File: src/rtl/core/assert_macros.svh
// ----------------------------------------------------------------------------
// Assertion macros
// Shared concurrent assertion wrappers for the LED PWM controller RTL.
// ----------------------------------------------------------------------------
`ifndef ASSERT_MACROS_SVH
`define ASSERT_MACROS_SVH

// Check a property on every rising edge once reset has been released.
`define ASSERT_CLK(lbl, clk, rst_n, prop, msg) \
  lbl: assert property (@(posedge clk) disable iff (!rst_n) prop) else $error(msg);

// Check a property on every rising edge, reset included.
`define ASSERT_ALWAYS(lbl, clk, prop, msg) \
  lbl: assert property (@(posedge clk) prop) else $error(msg);

`endif

File: src/rtl/core/rlpc_pkg.sv
// ----------------------------------------------------------------------------
// rlpc_pkg
// Types, constants and helpers shared by the LED PWM controller modules.
// ----------------------------------------------------------------------------
`timescale 1ns / 1ps

package rlpc_pkg;

  localparam int NUM_LEDS   = 3;
  localparam int LED_SLOTS  = 3;
  localparam int LEVEL_W    = 7;
  localparam int DELAY_W    = 34;

  localparam logic [6:0]  LEVEL_MAX   = 7'd100;
  localparam logic [6:0]  PWM_LAST    = 7'd99;
  localparam logic [33:0] DELAY_RESET = 34'd100000;

  localparam logic [7:0] CH_R    = 8'h52;
  localparam logic [7:0] CH_G    = 8'h47;
  localparam logic [7:0] CH_B    = 8'h42;
  localparam logic [7:0] CH_A    = 8'h41;
  localparam logic [7:0] CH_E    = 8'h45;
  localparam logic [7:0] CH_N    = 8'h4E;
  localparam logic [7:0] CH_F    = 8'h46;
  localparam logic [7:0] CH_ZERO = 8'd48;
  localparam logic [7:0] CH_ONE  = 8'd49;
  localparam logic [7:0] CH_NINE = 8'd57;

  typedef enum logic [2:0] {
    STS_TICK      = 3'd0,
    STS_OK        = 3'd1,
    STS_BAD_LED   = 3'd2,
    STS_BAD_MODE  = 3'd3,
    STS_BAD_DIGIT = 3'd4
  } status_t;

  // Decoded command, handed from the decoder to the state update.
  typedef struct packed {
    status_t                status;
    logic [LED_SLOTS-1:0]   led_mask;
    logic                   set_level;
    logic [LEVEL_W-1:0]     level;
    logic                   set_effect;
    logic                   effect_on;
    logic                   set_delay;
    logic [DELAY_W-1:0]     delay;
  } cmd_t;

  function automatic logic [DELAY_W-1:0] pow10(input logic [3:0] e);
    logic [DELAY_W-1:0] p;
    case (e)
      4'd0:    p = 34'd1;
      4'd1:    p = 34'd10;
      4'd2:    p = 34'd100;
      4'd3:    p = 34'd1000;
      4'd4:    p = 34'd10000;
      4'd5:    p = 34'd100000;
      4'd6:    p = 34'd1000000;
      4'd7:    p = 34'd10000000;
      4'd8:    p = 34'd100000000;
      4'd9:    p = 34'd1000000000;
      default: p = 34'd0;
    endcase
    return p;
  endfunction

endpackage

File: src/rtl/core/rlpc_cmd_dec.sv
// ----------------------------------------------------------------------------
// rlpc_cmd_dec
// Decodes one four-byte ASCII command into a LED mask and the update it asks.
// ----------------------------------------------------------------------------
`timescale 1ns / 1ps

module rlpc_cmd_dec (
  input  logic [7:0]     cmd_led,
  input  logic [7:0]     cmd_mode,
  input  logic [7:0]     cmd_arg1,
  input  logic [7:0]     cmd_arg2,
  output rlpc_pkg::cmd_t cmd
);
  import rlpc_pkg::*;

  logic                 led_ok;
  logic [LED_SLOTS-1:0] mask;
  logic                 a1_dig;
  logic                 a2_dig;
  logic [3:0]           d1;
  logic [3:0]           d2;
  logic [37:0]          prod;
  logic [7:0]           lvl;
  logic [7:0]           hund;

  assign a1_dig = (cmd_arg1 >= CH_ZERO) && (cmd_arg1 <= CH_NINE);
  assign a2_dig = (cmd_arg2 >= CH_ZERO) && (cmd_arg2 <= CH_NINE);
  assign d1     = cmd_arg1[3:0];
  assign d2     = cmd_arg2[3:0];

  // mantissa times 10^exponent, kept to the delay width
  assign prod = {4'b0, pow10(d2)} * {34'b0, d1};

  assign hund = cmd_mode[0] ? 8'd100 : 8'd0;
  assign lvl  = hund + {1'b0, d1, 3'b0} + {3'b0, d1, 1'b0} + {4'b0, d2};

  always_comb begin
    mask   = '0;
    led_ok = 1'b1;
    case (cmd_led)
      CH_R:    mask[0] = 1'b1;
      CH_G:    mask[1] = 1'b1;
      CH_B:    mask[2] = 1'b1;
      CH_A:    mask    = '1;
      default: led_ok  = 1'b0;
    endcase
    // drop slots that are not fitted; a single unfitted LED is a bad letter
    for (int i = 0; i < LED_SLOTS; i++) begin
      if (i >= NUM_LEDS) begin
        if (mask[i] && (cmd_led != CH_A)) led_ok = 1'b0;
        mask[i] = 1'b0;
      end
    end
  end

  always_comb begin
    cmd            = '0;
    cmd.led_mask   = mask;
    cmd.level      = (lvl > {1'b0, LEVEL_MAX}) ? LEVEL_MAX : lvl[6:0];
    cmd.effect_on  = (cmd_arg1 == CH_N);
    cmd.delay      = prod[33:0];
    cmd.status     = STS_OK;
    if (!led_ok) begin
      cmd.status = STS_BAD_LED;
    end else if (cmd_mode == CH_E) begin
      if ((cmd_arg1 == CH_N) || (cmd_arg1 == CH_F)) begin
        cmd.set_effect = 1'b1;
      end else if (a1_dig && a2_dig) begin
        cmd.set_delay = 1'b1;
      end else begin
        cmd.status = STS_BAD_DIGIT;
      end
    end else if ((cmd_mode == CH_ZERO) || (cmd_mode == CH_ONE)) begin
      if (a1_dig && a2_dig) begin
        cmd.set_level = 1'b1;
      end else begin
        cmd.status = STS_BAD_DIGIT;
      end
    end else begin
      cmd.status = STS_BAD_MODE;
    end
  end

endmodule

File: src/rtl/core/rgb_led_pwm_command_controller_unit.sv
// ----------------------------------------------------------------------------
// rgb_led_pwm_command_controller_unit
// Three-channel LED PWM controller driven by ticks and ASCII commands.
// ----------------------------------------------------------------------------
// Pipeline: input word register, then result register; state updates as the
//   word leaves the input register, at the same edge that loads the result
//   register, and a result that is not taken holds the word in the input register.
// Throughput: one word per cycle while results are taken, set by the single-pass update of the state.
// While a result waits, an empty input register still takes one word; then
//   in_ready drops until the result is taken.
// Reset (rst_n low, synchronous): levels 0, effects off, delay 100000,
//   ramp at 0 rising, PWM counter and wait counter 0, both stages empty.
`timescale 1ns / 1ps

`include "assert_macros.svh"

module rgb_led_pwm_command_controller_unit (
  input  logic       clk,
  input  logic       rst_n,
  input  logic       in_valid,
  output logic       in_ready,
  input  logic       in_func,
  input  logic [7:0] in_cmd_led,
  input  logic [7:0] in_cmd_mode,
  input  logic [7:0] in_cmd_arg1,
  input  logic [7:0] in_cmd_arg2,
  output logic       out_valid,
  input  logic       out_ready,
  output logic       out_red_on,
  output logic       out_green_on,
  output logic       out_blue_on,
  output logic [2:0] out_status
);
  import rlpc_pkg::*;

  typedef struct packed {
    logic       found;
    logic [1:0] idx;
  } find_t;

  // First enabled, fitted LED at or after 'from'.
  function automatic find_t find_enabled(input logic [LED_SLOTS-1:0] en,
                                         input logic [1:0] from);
    find_t f;
    f = '0;
    for (int i = LED_SLOTS - 1; i >= 0; i--) begin
      if ((i >= int'(from)) && (i < NUM_LEDS) && en[i]) begin
        f.found = 1'b1;
        f.idx   = 2'(i);
      end
    end
    return f;
  endfunction

  // Input word register
  logic       in_vld_r;
  logic       func_r;
  logic [7:0] led_r;
  logic [7:0] mode_r;
  logic [7:0] arg1_r;
  logic [7:0] arg2_r;

  // Result register
  logic       out_vld_r;
  logic       red_r;
  logic       green_r;
  logic       blue_r;
  status_t    status_r;

  // Controller state
  logic [6:0]                         pwm_count_r, pwm_count_nxt;
  logic [LED_SLOTS-1:0][LEVEL_W-1:0]  led_level_r, led_level_nxt;
  logic [LED_SLOTS-1:0]               effect_en_r, effect_en_nxt;
  logic [DELAY_W-1:0]                 delay_r, delay_nxt;
  logic [6:0]                         ramp_level_r, ramp_level_nxt;
  logic                               ramp_fall_r, ramp_fall_nxt;
  logic [1:0]                         ramp_led_r, ramp_led_nxt;
  logic [DELAY_W-1:0]                 wait_left_r, wait_left_nxt;

  logic                 advance;
  cmd_t                 cmd;
  find_t                hit_cur;
  find_t                hit_first;
  logic [6:0]           step_level;
  logic                 step_fall;
  logic [LED_SLOTS-1:0] drive;
  status_t              status_nxt;

  // Move the held word forward when the result slot is free or draining.
  assign advance  = in_vld_r && (!out_vld_r || out_ready);
  assign in_ready = !in_vld_r || advance;

  rlpc_cmd_dec u_cmd_dec (
    .cmd_led  (led_r),
    .cmd_mode (mode_r),
    .cmd_arg1 (arg1_r),
    .cmd_arg2 (arg2_r),
    .cmd      (cmd)
  );

  assign hit_cur   = find_enabled(effect_en_r, ramp_led_r);
  assign hit_first = find_enabled(effect_en_r, 2'd0);

  // One step of the triangle ramp: hold at the ends while turning around.
  always_comb begin
    step_level = ramp_level_r;
    step_fall  = ramp_fall_r;
    if (!ramp_fall_r) begin
      if (ramp_level_r >= LEVEL_MAX) step_fall = 1'b1;
      else step_level = ramp_level_r + 7'd1;
    end else begin
      if (ramp_level_r == 7'd0) step_fall = 1'b0;
      else step_level = ramp_level_r - 7'd1;
    end
  end

  always_comb begin
    pwm_count_nxt  = pwm_count_r;
    led_level_nxt  = led_level_r;
    effect_en_nxt  = effect_en_r;
    delay_nxt      = delay_r;
    ramp_level_nxt = ramp_level_r;
    ramp_fall_nxt  = ramp_fall_r;
    ramp_led_nxt   = ramp_led_r;
    wait_left_nxt  = wait_left_r;
    status_nxt     = STS_TICK;

    if (!func_r) begin
      // tick: count down the wait, or let the ramp write the next LED
      if (wait_left_r != '0) begin
        wait_left_nxt = wait_left_r - 34'd1;
      end else if (hit_cur.found) begin
        led_level_nxt[hit_cur.idx] = ramp_level_r;
        ramp_led_nxt               = 2'(hit_cur.idx + 2'd1);
        wait_left_nxt              = delay_r;
      end else if (hit_first.found) begin
        ramp_level_nxt               = step_level;
        ramp_fall_nxt                = step_fall;
        led_level_nxt[hit_first.idx] = step_level;
        ramp_led_nxt                 = 2'(hit_first.idx + 2'd1);
        wait_left_nxt                = delay_r;
      end
      pwm_count_nxt = (pwm_count_r == PWM_LAST) ? 7'd0 : pwm_count_r + 7'd1;
    end else begin
      status_nxt = cmd.status;
      for (int i = 0; i < LED_SLOTS; i++) begin
        if (cmd.led_mask[i]) begin
          if (cmd.set_level)  led_level_nxt[i] = cmd.level;
          if (cmd.set_effect) effect_en_nxt[i] = cmd.effect_on;
        end
      end
      if (cmd.set_delay) delay_nxt = cmd.delay;
    end

    // compare the phase before the counter moves with the updated levels
    for (int i = 0; i < LED_SLOTS; i++) begin
      drive[i] = (i < NUM_LEDS) && (pwm_count_r < led_level_nxt[i]);
    end
  end

  always_ff @(posedge clk) begin
    if (!rst_n) begin
      in_vld_r     <= 1'b0;
      out_vld_r    <= 1'b0;
      pwm_count_r  <= '0;
      led_level_r  <= '0;
      effect_en_r  <= '0;
      delay_r      <= DELAY_RESET;
      ramp_level_r <= '0;
      ramp_fall_r  <= 1'b0;
      ramp_led_r   <= '0;
      wait_left_r  <= '0;
    end else begin
      if (in_ready) in_vld_r <= in_valid;
      if (advance) begin
        out_vld_r    <= 1'b1;
        pwm_count_r  <= pwm_count_nxt;
        led_level_r  <= led_level_nxt;
        effect_en_r  <= effect_en_nxt;
        delay_r      <= delay_nxt;
        ramp_level_r <= ramp_level_nxt;
        ramp_fall_r  <= ramp_fall_nxt;
        ramp_led_r   <= ramp_led_nxt;
        wait_left_r  <= wait_left_nxt;
      end else if (out_ready) begin
        out_vld_r <= 1'b0;
      end
    end
  end

  // Payload registers: load on accept / advance, hold otherwise.
  always_ff @(posedge clk) begin
    if (in_valid && in_ready) begin
      func_r <= in_func;
      led_r  <= in_cmd_led;
      mode_r <= in_cmd_mode;
      arg1_r <= in_cmd_arg1;
      arg2_r <= in_cmd_arg2;
    end
    if (advance) begin
      red_r    <= drive[0];
      green_r  <= drive[1];
      blue_r   <= drive[2];
      status_r <= status_nxt;
    end
  end

  assign out_valid    = out_vld_r;
  assign out_red_on   = red_r;
  assign out_green_on = green_r;
  assign out_blue_on  = blue_r;
  assign out_status   = status_r;

  `ASSERT_CLK(a_pwm_range, clk, rst_n, pwm_count_r <= PWM_LAST, "pwm counter out of range")
  `ASSERT_CLK(a_ramp_range, clk, rst_n, ramp_level_r <= LEVEL_MAX, "ramp level above max")
  `ASSERT_CLK(a_ramp_led, clk, rst_n, ramp_led_r <= 2'(NUM_LEDS), "ramp LED index too large")
  `ASSERT_CLK(a_stall_blocks, clk, rst_n, (in_vld_r && out_vld_r && !out_ready) |-> !in_ready, "input taken while both stages blocked")
  `ASSERT_CLK(a_no_wait_idle, clk, rst_n, (effect_en_r == '0 && wait_left_r == '0 && advance && !func_r) |=> (wait_left_r == '0), "wait loaded with no effect enabled")

endmodule

File: config.mk
export PLATFORM = sky130hd
export DESIGN_NAME = rgb_led_pwm_command_controller_unit
export DESIGN_NICKNAME = d
export VERILOG_FILES = /design/src/rtl/core/rlpc_pkg.sv /design/src/rtl/core/rlpc_cmd_dec.sv /design/src/rtl/core/rgb_led_pwm_command_controller_unit.sv
export VERILOG_INCLUDE_DIRS = /design/src /design/src/rtl/core
export SDC_FILE = /design/constraint.sdc
export NUM_CORES = 1
export LEC_CHECK = 0
export BUFFER_PORTS_ARGS = -buffer_cell sky130_fd_sc_hd__buf_2
export CORE_ASPECT_RATIO = 0.75
export CORE_UTILIZATION = 52
export DETAILED_ROUTE_END_ITERATION = 8
export PLACE_DENSITY = 0.69
export SLEW_MARGIN = 20
export SYNTH_ARGS = -nofsm -noshare
export SYNTH_HDL_FRONTEND = slang
export SYNTH_HIERARCHICAL = 1
export SYNTH_SLANG_ARGS = --single-unit
File: constraint.sdc
create_clock -name clk -period 9.4 [get_ports clk]
set_input_delay 1.41 -clock clk [delete_from_list [all_inputs] [get_ports clk]]
set_output_delay 1.41 -clock clk [all_outputs]
set_load 0.01 [all_outputs]
==> results.toml <==
[status]
status = "completed"

[synth]
yosysSeqAreaShare_pct = 26.09
ys.flop_type = "dfxtp_1"
synthAdderAreaFrac_pct = 16.16
netlist_instances = 1638
ys_warn_count = 6
synthArstFlopShare_pct = 0
syn_nets = 1810
synth_top_area_share_pct = 17.09
synth_top_family_by_area = "simple AND/OR/NAND/NOR gates"
synthSimpleGateAreaFrac_pct = 23.99
synth_cell_type_count = 94
synth_compound_area_share_pct = 23.43
syn_avg_cell_area_sq_um = 7.940
synth_xor_area_share_pct = 2.896
yosysMostFrequentCell = "nand2_1"
yosys-top-cells-count = "nand2_1 (203), a21oi_1 (150), inv_1 (137)"
synth_edf_count = 39
synth.area.top_cells = "dfxtp_1 (17%), edfxtp_1 (9.0%), fa_1 (8.5%), ha_1 (7.7%), nand2_1 (5.9%)"
ys_ff_latch = 150
muxShareOfSynthArea_pct = 0.8562
synth_area_sq_um = 13010
post-synth-top-area-cell = "dfxtp_1"

[drt]
avgViaCountPerCell = 6.113
antenna_left = 0
vias = 12103
routed_wirelength_mm = 36.91
post_drt_wl_per_cell_um = 18.64
drtIter0Drc = 1205
drcViolationCount = 0
drt_pre_antenna_iters = 5

[placement]
io_buffer_count = 44
place_congestion = 0.9781
place_hpwl_mm = 27.45

[clock_tree]
cts_root_buf = "clkbuf_16"
cts_made_buffers = 17
path_clk_slew_ps = 70
cts-resized-gates = 0
cts_sinks = 150
cts_tree = "yes"
post_cts_buffers = 0
clock_latency_ps = 450
cts_buffer_depth = 2
htree_levels = 4
hold_buffers = 0

[cells_and_area]
fin_nets = 1808
n_antenna_cell = 0
syn2layout_area_growth_pct = 7.763
drive_gt1_share_pct = 8.914

[grt]
first_global_vias = 11003
antenna_found_initial = 0
grt_max_degree = 66
grt_pass1_wl_mm = 59.25
grt.overflow.total = 0
grt_usage_pct = 29.24

[floorplan]
die_x_um = 184.6
die_area_sq_um = 25660
coreArea_sq_um = 24280
pin_count = 45
initial_core_util_pct = 53.57
fp.dieH_um = 139.0
num_rows = 49

[critical_path]
start_kind = "register"
crit_fanout = 16
crit_path_end_kind = "register"
critPathKind = "reg2reg"
arrival_ps = 5600
worstPathRequired_ps = 9760

[power_and_ir_drop]
switching_share_pct = 47.52
p_clk_share_pct = 21.3
seqPwrFrac_pct = 25.1
power_leakage_nw = 5.882
powerDensity_nw_per_um2 = 227.5
switchingPower_mw = 1.515
combPwrFrac_pct = 53.6
ir_drop_v = 0.0002651
p_int_mw = 1.673

[timing]
setup_viol = 0
slew_headroom_pct = 28.65
rsz0062_at_grt = "no"
period_share_pct = 55.73
max_freq_mhz = 190.9
slew_viol_final = 0
fin_skew_ps = 19.15
period_needed_ps = 5239
max_slew.worst_pin.slew_ps = 1061
holdWs_ps = 451.0
fin_setup_tns_ps = 0
hold_viol_final = 0

[worst_hold_path]
hold_class = "reg2reg"

[run]
drv_cap = 0
[critical path, stage by stage, from the launching register on]
cell and delay (ps):
edfxtp_1 670, clkinv_1 380, nor3b_1 710, and2_1 430, fa_1 450, inv_1 90, fa_1 380, inv_1 70
ha_1 320, a21oi_1 320, nor2b_1 90, a211o_1 290, a31o_2 240, a21oi_4 180, a21oi_2 80, o311ai_2 250
nand2_1 80, a21oi_1 120
[placed cells by master (no fill, tap or decap), types with 16 or more instances in the layout]
master	count
nand4_1	20
nand2_1	203
ha_1	80
dfxtp_1	111
o21ai_0	73
fa_1	55
nor3_1	41
o21a_1	16
buf_4	17
nand2b_1	21
a21o_1	20
a21oi_1	149
nor4_1	17
clkbuf_16	17
and2_1	59
edfxtp_1	39
xnor2_1	24
buf_2	44
inv_1	136
o211ai_1	16
nor2_1	118
xor2_1	19
nand3_1	47
[logic make-up after synthesis]
kind of cell    Yosys count
fa+ha+maj               135
compound gates          455
simple gates            623
buf+inv                 221
xor+xnor                 43
flops                   150
mux                      11
[metal layers]
metal,global-route usage [%],part of all wire (%),up-vias,routed length [um]
li1,-,-,5830,-
met1,46.03,50,5679,18500
met2,38.23,39,549,14520
met5,2.095,0.20,-,72
met4,7.395,1.2,2,448
met3,7.799,9.1,43,3366
[power groups by stage]
stage                     Combinational (mW)  Sequential, mW  Clock, mW
final                                   1.71           0.801      0.680
after global routing                    1.87           0.810      0.715
after CTS                               1.67           0.798      0.688
after detailed placement                1.66           0.811          0
after global placement                  1.64           0.811          0
after floorplan                         1.31           0.789          0
[final timing paths]
check	start	to	slack [ps]	cells past startpoint
worst max-delay path	arg2_r[3]	delay_r[22]	4160	17
worst min-delay path	delay_r[2]	delay_r[2]	450	2
worst max register to register	arg2_r[3]	delay_r[22]	4160	17
worst min register to register	delay_r[2]	delay_r[2]	450	2
[sequential cells by signal, indices dropped and copies added, names as in the netlist, 2 cells and up]
name / cells
ramp_level_r: 7
pwm_count_r: 7
delay_r: 34
arg1_r: 8
led_level_r: 21
wait_left_r: 34
ramp_led_r: 2
mode_r: 8
arg2_r: 8
out_status: 3
effect_en_r: 3
led_r: 8
[layout make-up]
| cell class | count | area, sq um |
|---|---|---|
| Tap cell | 331 | 414.1 |
| Timing Repair Buffer | 61 | 347.8 |
| Clock buffer | 17 | 425.4 |
| Multi-Input combinational cell | 1267 | 8772 |
| Inverter | 139 | 521.8 |
| Fill cell | 2275 | 10260 |
| Clock inverter | 15 | 141.4 |
| Sequential cell | 150 | 3393 |
[stage by stage]
stage / cells / total power [mW] / utilization, % / cell area (sq um) / worst slack [ps]
6_report: 1980 / 3.188 / 57.73 / 14020 / 4161
5_1_grt: 1980 / 3.399 / 57.73 / 14020 / 3766
4_1_cts: 1980 / 3.153 / 57.71 / 14010 / 4260
3_5_place_dp: 1948 / 2.467 / 55.38 / 13450 / 4288
3_3_place_gp: 1948 / 2.447 / 55.38 / 13450 / 4429
2_1_floorplan: 1638 / 2.096 / - / 13010 / 4984
Note: power is estimated with default switching activity, not from simulation.
